<file path="config.mk">
export PLATFORM = sky130hd
export DESIGN_NAME = cbx_core
export DESIGN_NICKNAME = d
export VERILOG_FILES = /design/src/hdl/cbx_pkg.sv /design/src/hdl/cbx_qr_cell.sv /design/src/hdl/cbx_core.sv
export SDC_FILE = /design/constraint.sdc
export NUM_CORES = 2
export LEC_CHECK = 0
export ABC_CLOCK_PERIOD_IN_PS = 12400
export BUFFER_PORTS_ARGS = -buffer_cell sky130_fd_sc_hd__clkbuf_2
export CORE_AREA = 3 3 397 399
export DETAILED_ROUTE_END_ITERATION = 8
export DIE_AREA = 0 0 400 402
export MAX_ROUTING_LAYER = met4
export PLACE_DENSITY = 0.63
export SYNTH_ARGS = -nofsm -noshare
export SYNTH_HDL_FRONTEND = slang
export SYNTH_HIERARCHICAL = 1
export SYNTH_SLANG_ARGS = --single-unit
export TNS_END_PERCENT = 10
</file>
<file path="constraint.sdc">
create_clock -name i_clk -period 12.4 [get_ports i_clk]
set_clock_uncertainty 0.05 [all_clocks]
set_input_delay 0.62 -clock i_clk [delete_from_list [all_inputs] [get_ports i_clk]]
set_output_delay 0.62 -clock i_clk [all_outputs]
set_load 0.005 [all_outputs]
</file>
<file path="src/hdl/cbx_pkg.sv">
// Shared types and constants for the ChaCha20 block XOR engine.
`default_nettype none
package cbx_pkg;
    localparam int MAX_ROUNDS_DEF = 20;
    localparam int CFG_IDX_W      = 3;
    localparam int CFG_DATA_W     = 64;
    localparam int RC_W           = 5;

    localparam logic [CFG_IDX_W-1:0] CFG_KEY0      = 3'd0;
    localparam logic [CFG_IDX_W-1:0] CFG_KEY1      = 3'd1;
    localparam logic [CFG_IDX_W-1:0] CFG_KEY2      = 3'd2;
    localparam logic [CFG_IDX_W-1:0] CFG_KEY3      = 3'd3;
    localparam logic [CFG_IDX_W-1:0] CFG_NONCE_LO  = 3'd4;
    localparam logic [CFG_IDX_W-1:0] CFG_NONCE_HI  = 3'd5;
    localparam logic [CFG_IDX_W-1:0] CFG_ROUNDS    = 3'd6;

    localparam logic [31:0] SIGMA0 = 32'h61707865;
    localparam logic [31:0] SIGMA1 = 32'h3320646e;
    localparam logic [31:0] SIGMA2 = 32'h79622d32;
    localparam logic [31:0] SIGMA3 = 32'h6b206574;

    typedef logic [31:0] t_word;
    typedef t_word [15:0] t_state;

    typedef struct packed {
        logic [31:0] block_counter;
        logic [63:0] data_0;
        logic [63:0] data_1;
        logic [63:0] data_2;
        logic [63:0] data_3;
        logic [63:0] data_4;
        logic [63:0] data_5;
        logic [63:0] data_6;
        logic [63:0] data_7;
    } t_in_item;

    typedef struct packed {
        logic [63:0] out_0;
        logic [63:0] out_1;
        logic [63:0] out_2;
        logic [63:0] out_3;
        logic [63:0] out_4;
        logic [63:0] out_5;
        logic [63:0] out_6;
        logic [63:0] out_7;
    } t_out_item;

    // one quarter-round cell's four words
    typedef struct packed {
        t_word a;
        t_word b;
        t_word c;
        t_word d;
    } t_quad;

    function automatic t_word rotl(input t_word v, input int n);
        rotl = (v << n) | (v >> (32 - n));
    endfunction
endpackage
`default_nettype wire

</file>
<file path="src/hdl/cbx_qr_cell.sv">
// One quarter-round cell: holds four state words, applies a quarter round.
`default_nettype none
module cbx_qr_cell (
    input  wire          i_clk,
    input  wire          i_load,
    input  wire          i_run,
    input  cbx_pkg::t_quad i_load_q,
    input  cbx_pkg::t_quad i_q,
    output cbx_pkg::t_quad o_q
);
    import cbx_pkg::*;
    t_quad r_q;
    t_quad n_q;
    t_word a1, d1, c1, b1, a2, d2, c2, b2;

    always_comb begin
        a1 = i_q.a + i_q.b;
        d1 = rotl(i_q.d ^ a1, 16);
        c1 = i_q.c + d1;
        b1 = rotl(i_q.b ^ c1, 12);
        a2 = a1 + b1;
        d2 = rotl(d1 ^ a2, 8);
        c2 = c1 + d2;
        b2 = rotl(b1 ^ c2, 7);
        n_q = r_q;
        if (i_load) begin
            n_q = i_load_q;
        end else if (i_run) begin
            n_q = '{a: a2, b: b2, c: c2, d: d2};
        end
    end

    always_ff @(posedge i_clk) begin
        r_q <= n_q;
    end

    assign o_q = r_q;
endmodule
`default_nettype wire

</file>
<file path="src/hdl/cbx_core.sv">
// Row of four quarter-round cells with column/diagonal routing between them.
`default_nettype none
module cbx_core (
    input  wire             i_clk,
    input  wire             i_load,
    input  wire             i_run,
    input  wire             i_diag,
    input  cbx_pkg::t_state i_init,
    output cbx_pkg::t_state o_state
);
    import cbx_pkg::*;
    t_quad w_load [4];
    t_quad w_in   [4];
    t_quad w_out  [4];
    t_state w_s;
    logic r_diag;

    // cell j holds words j, 4+j, 8+j, 12+j in column order
    always_comb begin
        for (int j = 0; j < 4; j++) begin
            w_s[j]      = w_out[j].a;
            w_s[4 + j]  = w_out[j].b;
            w_s[8 + j]  = w_out[j].c;
            w_s[12 + j] = w_out[j].d;
            w_load[j] = '{a: i_init[j], b: i_init[4 + j], c: i_init[8 + j],
                          d: i_init[12 + j]};
        end
        for (int j = 0; j < 4; j++) begin
            // diagonal round: cell j gets b from its right neighbor,
            // c two over, d three over; results land back in place
            if (i_diag) begin
                w_in[j] = '{a: w_s[j], b: w_s[4 + ((j + 1) % 4)],
                            c: w_s[8 + ((j + 2) % 4)], d: w_s[12 + ((j + 3) % 4)]};
            end else begin
                w_in[j] = '{a: w_s[j], b: w_s[4 + j], c: w_s[8 + j], d: w_s[12 + j]};
            end
        end
    end

    // cells hold the state unrotated; rerouting happens on the output side
    t_quad w_cell [4];
    t_quad w_fix  [4];
    always_comb begin
        for (int j = 0; j < 4; j++) begin
            w_fix[j] = w_cell[j];
        end
        if (r_diag) begin
            for (int j = 0; j < 4; j++) begin
                w_fix[j].b = w_cell[(j + 3) % 4].b;
                w_fix[j].c = w_cell[(j + 2) % 4].c;
                w_fix[j].d = w_cell[(j + 1) % 4].d;
            end
        end
        for (int j = 0; j < 4; j++) begin
            w_out[j] = w_fix[j];
        end
    end

    always_ff @(posedge i_clk) begin
        if (i_load) begin
            r_diag <= 1'b0;
        end else if (i_run) begin
            r_diag <= i_diag;
        end
    end

    for (genvar g = 0; g < 4; g++) begin : g_cell
        cbx_qr_cell u_cell (
            .i_clk    (i_clk),
            .i_load   (i_load),
            .i_run    (i_run),
            .i_load_q (w_load[g]),
            .i_q      (w_in[g]),
            .o_q      (w_cell[g])
        );
    end

    assign o_state = w_s;
endmodule
`default_nettype wire

</file>
## Yosys cells after proc, flatten, opt, wreduce, memory -nomap -nowiden

Index checks and enable logic that the tools add are counted.

- Bits in registers: 513
- Bits in latches: 0
- Memory bits (writable): 0
- Bits in read-only memories: 0
- Word-level logic and storage cells: 82
- Memories kept: 0

- Add/subtract/negate cells: 16
- $mul: 0
- Divide/modulo/power cells: 0
- $lt $le $gt $ge: 0
- Equality and inequality tests: 0
- Shift-type cells: 0
- Muxes and demuxes: 16
- Bitwise operators: 32
- Reduce and logical (&&, ||, !) cells: 1

Operators by type and width:

| kind | count |
|---|---|
| two-way mux 128 bit | 8 |
| two-way mux 96 bit | 8 |
| adder 32 bit | 16 |
| bitwise XOR 32 bit | 16 |
| bitwise OR 32 x 12 -> 32 bit | 4 |
| bitwise OR 32 x 16 -> 32 bit | 4 |
| bitwise OR 32 x 7 -> 32 bit | 4 |
| bitwise OR 32 x 8 -> 32 bit | 4 |
| nonzero test 2 bit | 1 |

## Logic depth before layout (Yosys ltp)

- Word-level depth: 16
- Depth in mapped cells: 51
- Mapped depth without buffers: 48

## Cells and area by module

Netlist, hierarchy kept.

By module, submodules not included:

| module | instances | cells an instance | area each (um^2) | sequential area each (um^2) |
|---|---|---|---|---|
| cbx_qr_cell at g_cell[1].u_cell ... | 2 | 1330 | 12809.8 | 3843.7 |
| cbx_qr_cell at g_cell[2].u_cell | 1 | 1487 | 13853.3 | 3843.7 |
| cbx_qr_cell at g_cell[0].u_cell | 1 | 1435 | 13530.5 | 3843.7 |
| cbx_core | 1 | 1142 | 11752.5 | 20.0 |

## Least setup slack after synthesis

OpenSTA, ideal clock, no wires.

- Path kind: in2reg
- From: input port i_diag
- To: register g_cell[1].u_cell.r_q (netlist bit g_cell[1].u_cell/o_q[69]), data pin
- Setup time: 0.152 ns
- Data arrival time: 11.062 ns
- Slack: 1.135 ns
- Cell stages on the path: 49
- Path buffers: 3
- Cell sequence: buf_4 buf_2 buf_4 mux2i_1 mux2i_1 ha_1 fa_1 a21oi_1 o22ai_1 a211oi_2 nand3_1 a41oi_1 o21ai_1 xor2_1 xor2_1 ha_1 a2111oi_0 o21ai_0 [... 13 more ...] a31oi_1 a21boi_0 o21ai_0 xor2_1 xor2_1 ha_1 inv_1 fa_1 nor2b_1 o21ai_0 a21boi_0 o311a_1 o21ai_1 o41ai_1 nor2_1 o311ai_1 xnor3_1 o21ai_0

RTL lines:

| element | RTL line | source |
|---|---|---|
| from (decl) | cbx_core.sv:7 | `input wire i_diag,` |
| to (signal assigned) | cbx_qr_cell.sv:34 | `r_q <= n_q;` |
| to (decl) | cbx_qr_cell.sv:12 | `t_quad r_q;` |

==> results.toml <==
[floorplan]
die_h_um = 402
start_util = 0.420
chipWidth_um = 400
die-area_um2 = 161000
core.rowCount = 144
core_area_um2 = 154000
io_pins = 1028

[layout]
fin_area_um2 = 93000
drive_gt1_frac = 0.452
area_delta_synth_final_pct = 43.6
final_util = 0.603
finalNetCount = 10997

[sta]
timing.fmax_mhz = 81.2
fin_ws_ns = 0.0799
period_minus_slack_ns = 12.32
relSlewSlack = 0.117
worst_pin_slew_ns = 1.30
grt_setup_unrepaired = "true"
finalHoldViolCount = 0
holdWs_ns = 0.122
timing.final.crit_share = 0.994
setup_viol = 0
slew_viol_final = 0

[logic_synthesis]
ys_seq_elements = 513
seq_area_frac_synth = 0.238
syn_avg_cell_area_um2 = 9.63
ys_types = 105
netlist_instances = 6724
syn_area_um2 = 64800
synth_async_sr_flop_share = 0
syn_nets = 7756
synth_flop_cell = "edfxtp_1"
synth_edf_count = 512
ys_warn_count = 6

[global_routing]
overflow = 0
grt_util_all_layers = 0.572
grt_pass1_wl_um = 606000
grt_pass1_vias = 71924
grt_max_degree = 159
antenna_found_initial = 58

[critical_path]
cp-startpoint = "r_diag$_SDFFE_PP0P_"
r2r_end = "g_cell[1].u_cell/o_q[86]$_DFFE_PP_"
worstPathArrival_ns = 12.85
rrSetupSlack_ns = 0.08
max_stage_delay_ns = 0.82
critPathKind = "reg -> reg"
crit_top_cell = "buf_4"
ff2ff_path_depth = 54
slowest_stage = "o21ai_0"
cp.required_ns = 12.93
crit_path_end_kind = "register"
worst-path-buf-inv = 16
r2r_start = "r_diag$_SDFFE_PP0P_"
cp_top_family = "compound AO/OA/AOI/OAI gates"
critPathCapture = "g_cell[1].u_cell/o_q[86]$_DFFE_PP_"
cp.depth = 54
crit_path_start_kind = "register"
worst-path-max-fanout = 20

[clock_network]
clockBufferDepth = 3
cts_hold_buf = 0
cts_tree = "done"
cts_inserted_buffers = 74
cts.sinks = 513
clkTransAtPathRegs_ns = 0.06
cts_root_buffer = "clkbuf_16"
clkLatencyLatePin_ns = 0.73
cts_max_level = 3

[worst_hold_path]
holdCritPathClass = "in -> reg"

[drt]
vias = 77928
drt_wl_total_um = 470000
viasPerCell = 6.42
drt-pass1-iter-count = 8
wl_per_cell_um = 38.7
drc = 0
drt_iter0_drc = 12901
antenna_left = 0

[placed_design]
hpwl_um = 405000
dp_slack_ns = -1.58
dpl_cell_area_um2 = 89000
io_buffers = 1027
place_congestion = 1.26

[run]
maxCapViolCount = 0

[outcome]
status = "finished, final reports clean"
-- area by class of cell --
type	count	area, um^2
antenna	69	173
clock buffer	85	1940
clock inverter	50	512
fill	13479	61200
inverter	180	676
multi-input combinational	5765	48200
sequential	513	15400
tap	2044	2560
timing repair buffer	3431	23500
-- registers in the layout, indices dropped and copies added, names as in the netlist --
| name | cells |
|---|---|
| r_diag | 1 |
| g_cell.u_cell/o_q | 512 |
-- metrics by stage --
stage / setup TNS [ns] / cells
6_report: 0 / 12137
5_1_grt: -1.02 / 12122
4_1_cts: 0 / 12030
3_5_place_dp: -62.64 / 11874
3_3_place_gp: -55.24 / 11874
2_1_floorplan: 0 / 6724
-- tightest hold or removal path: stages --
cell and delay [ns]:
clkbuf_2 0.07, nand2_1 0.04, nand2_1 0.04
-- synth_stat cells, types with 61 or more instances --
cell | count | area [um^2]
ha_1 | 500 | 6260
inv_1 | 179 | 672
nand3_1 | 98 | 490
xnor3_1 | 61 | 1370
a211oi_1 | 68 | 510
nor2_1 | 263 | 987
mux2i_1 | 525 | 5260
o21ai_0 | 427 | 2140
edfxtp_1 | 512 | 15400
clkbuf_1 | 146 | 548
buf_4 | 83 | 623
o21bai_1 | 82 | 616
mux2_2 | 763 | 8590
xnor2_1 | 432 | 3780
a21o_1 | 226 | 1700
nor2b_1 | 62 | 388
xor2_1 | 449 | 3930
a21oi_1 | 435 | 2180
nand2_1 | 519 | 1950
-- cells by family after synthesis --
group,after synthesis,share of synthesized area
AND/OR/NAND/NOR,1286,0.0929
adder cells (fa/ha/maj),516,0.102
AO/OA/AOI/OAI,1690,0.169
multiplexers,1300,0.216
buffers and inverters,446,0.0314
flip-flops,513,0.238
XOR/XNOR,973,0.152
-- timing repair --
action                     4_1_cts  5_1_grt
setup endpoints to repair       79      169
gates resized for setup         35      147
setup buffers                   21       38
pin swaps                        7       35
-- metal layers --
metal	global-route usage	share of wire
met5	-	0
met4	0.494	0.12
met3	0.237	0.15
met2	0.756	0.38
met1	0.659	0.35
-- how the worst min path moves through the flow --
stage / start / endpoint / slack (ns) / cells past startpoint
finish: i_init[74] / g_cell[2].u_cell/o_q[106]$_DFFE_PP_ / 0.12 / 3
global route: i_init[81] / g_cell[2].u_cell/o_q[113]$_DFFE_PP_ / 0.14 / 3
CTS: i_init[26] / g_cell[0].u_cell/o_q[122]$_DFFE_PP_ / 0.10 / 3
detailed placement: i_init[74] / g_cell[2].u_cell/o_q[106]$_DFFE_PP_ / 0.84 / 3
global placement: i_init[82] / g_cell[2].u_cell/o_q[114]$_DFFE_PP_ / 0.83 / 3
floorplan: i_load / r_diag$_SDFFE_PP0P_ / 0.64 / 1
-- cell usage in the layout (no fill, tap or decap), types with 61 or more instances in the layout --
cell	netlist	layout
buf_4	83	2374
clkbuf_2	0	1025
mux2_2	763	763
nand2_1	519	519
edfxtp_1	512	512
ha_1	500	498
mux2i_1	525	490
xor2_1	449	435
a21oi_1	435	417
xnor2_1	432	417
o21ai_0	427	408
nor2_1	263	261
a21o_1	226	225
inv_1	179	179
nand3_1	98	96
o21bai_1	82	81
clkbuf_16	0	76
diode_2	0	69
nor2b_1	62	61
Power is left out: the tool's default activity adds up to more than one toggle a clock period on the data nets, which glitch-free logic cannot reach.
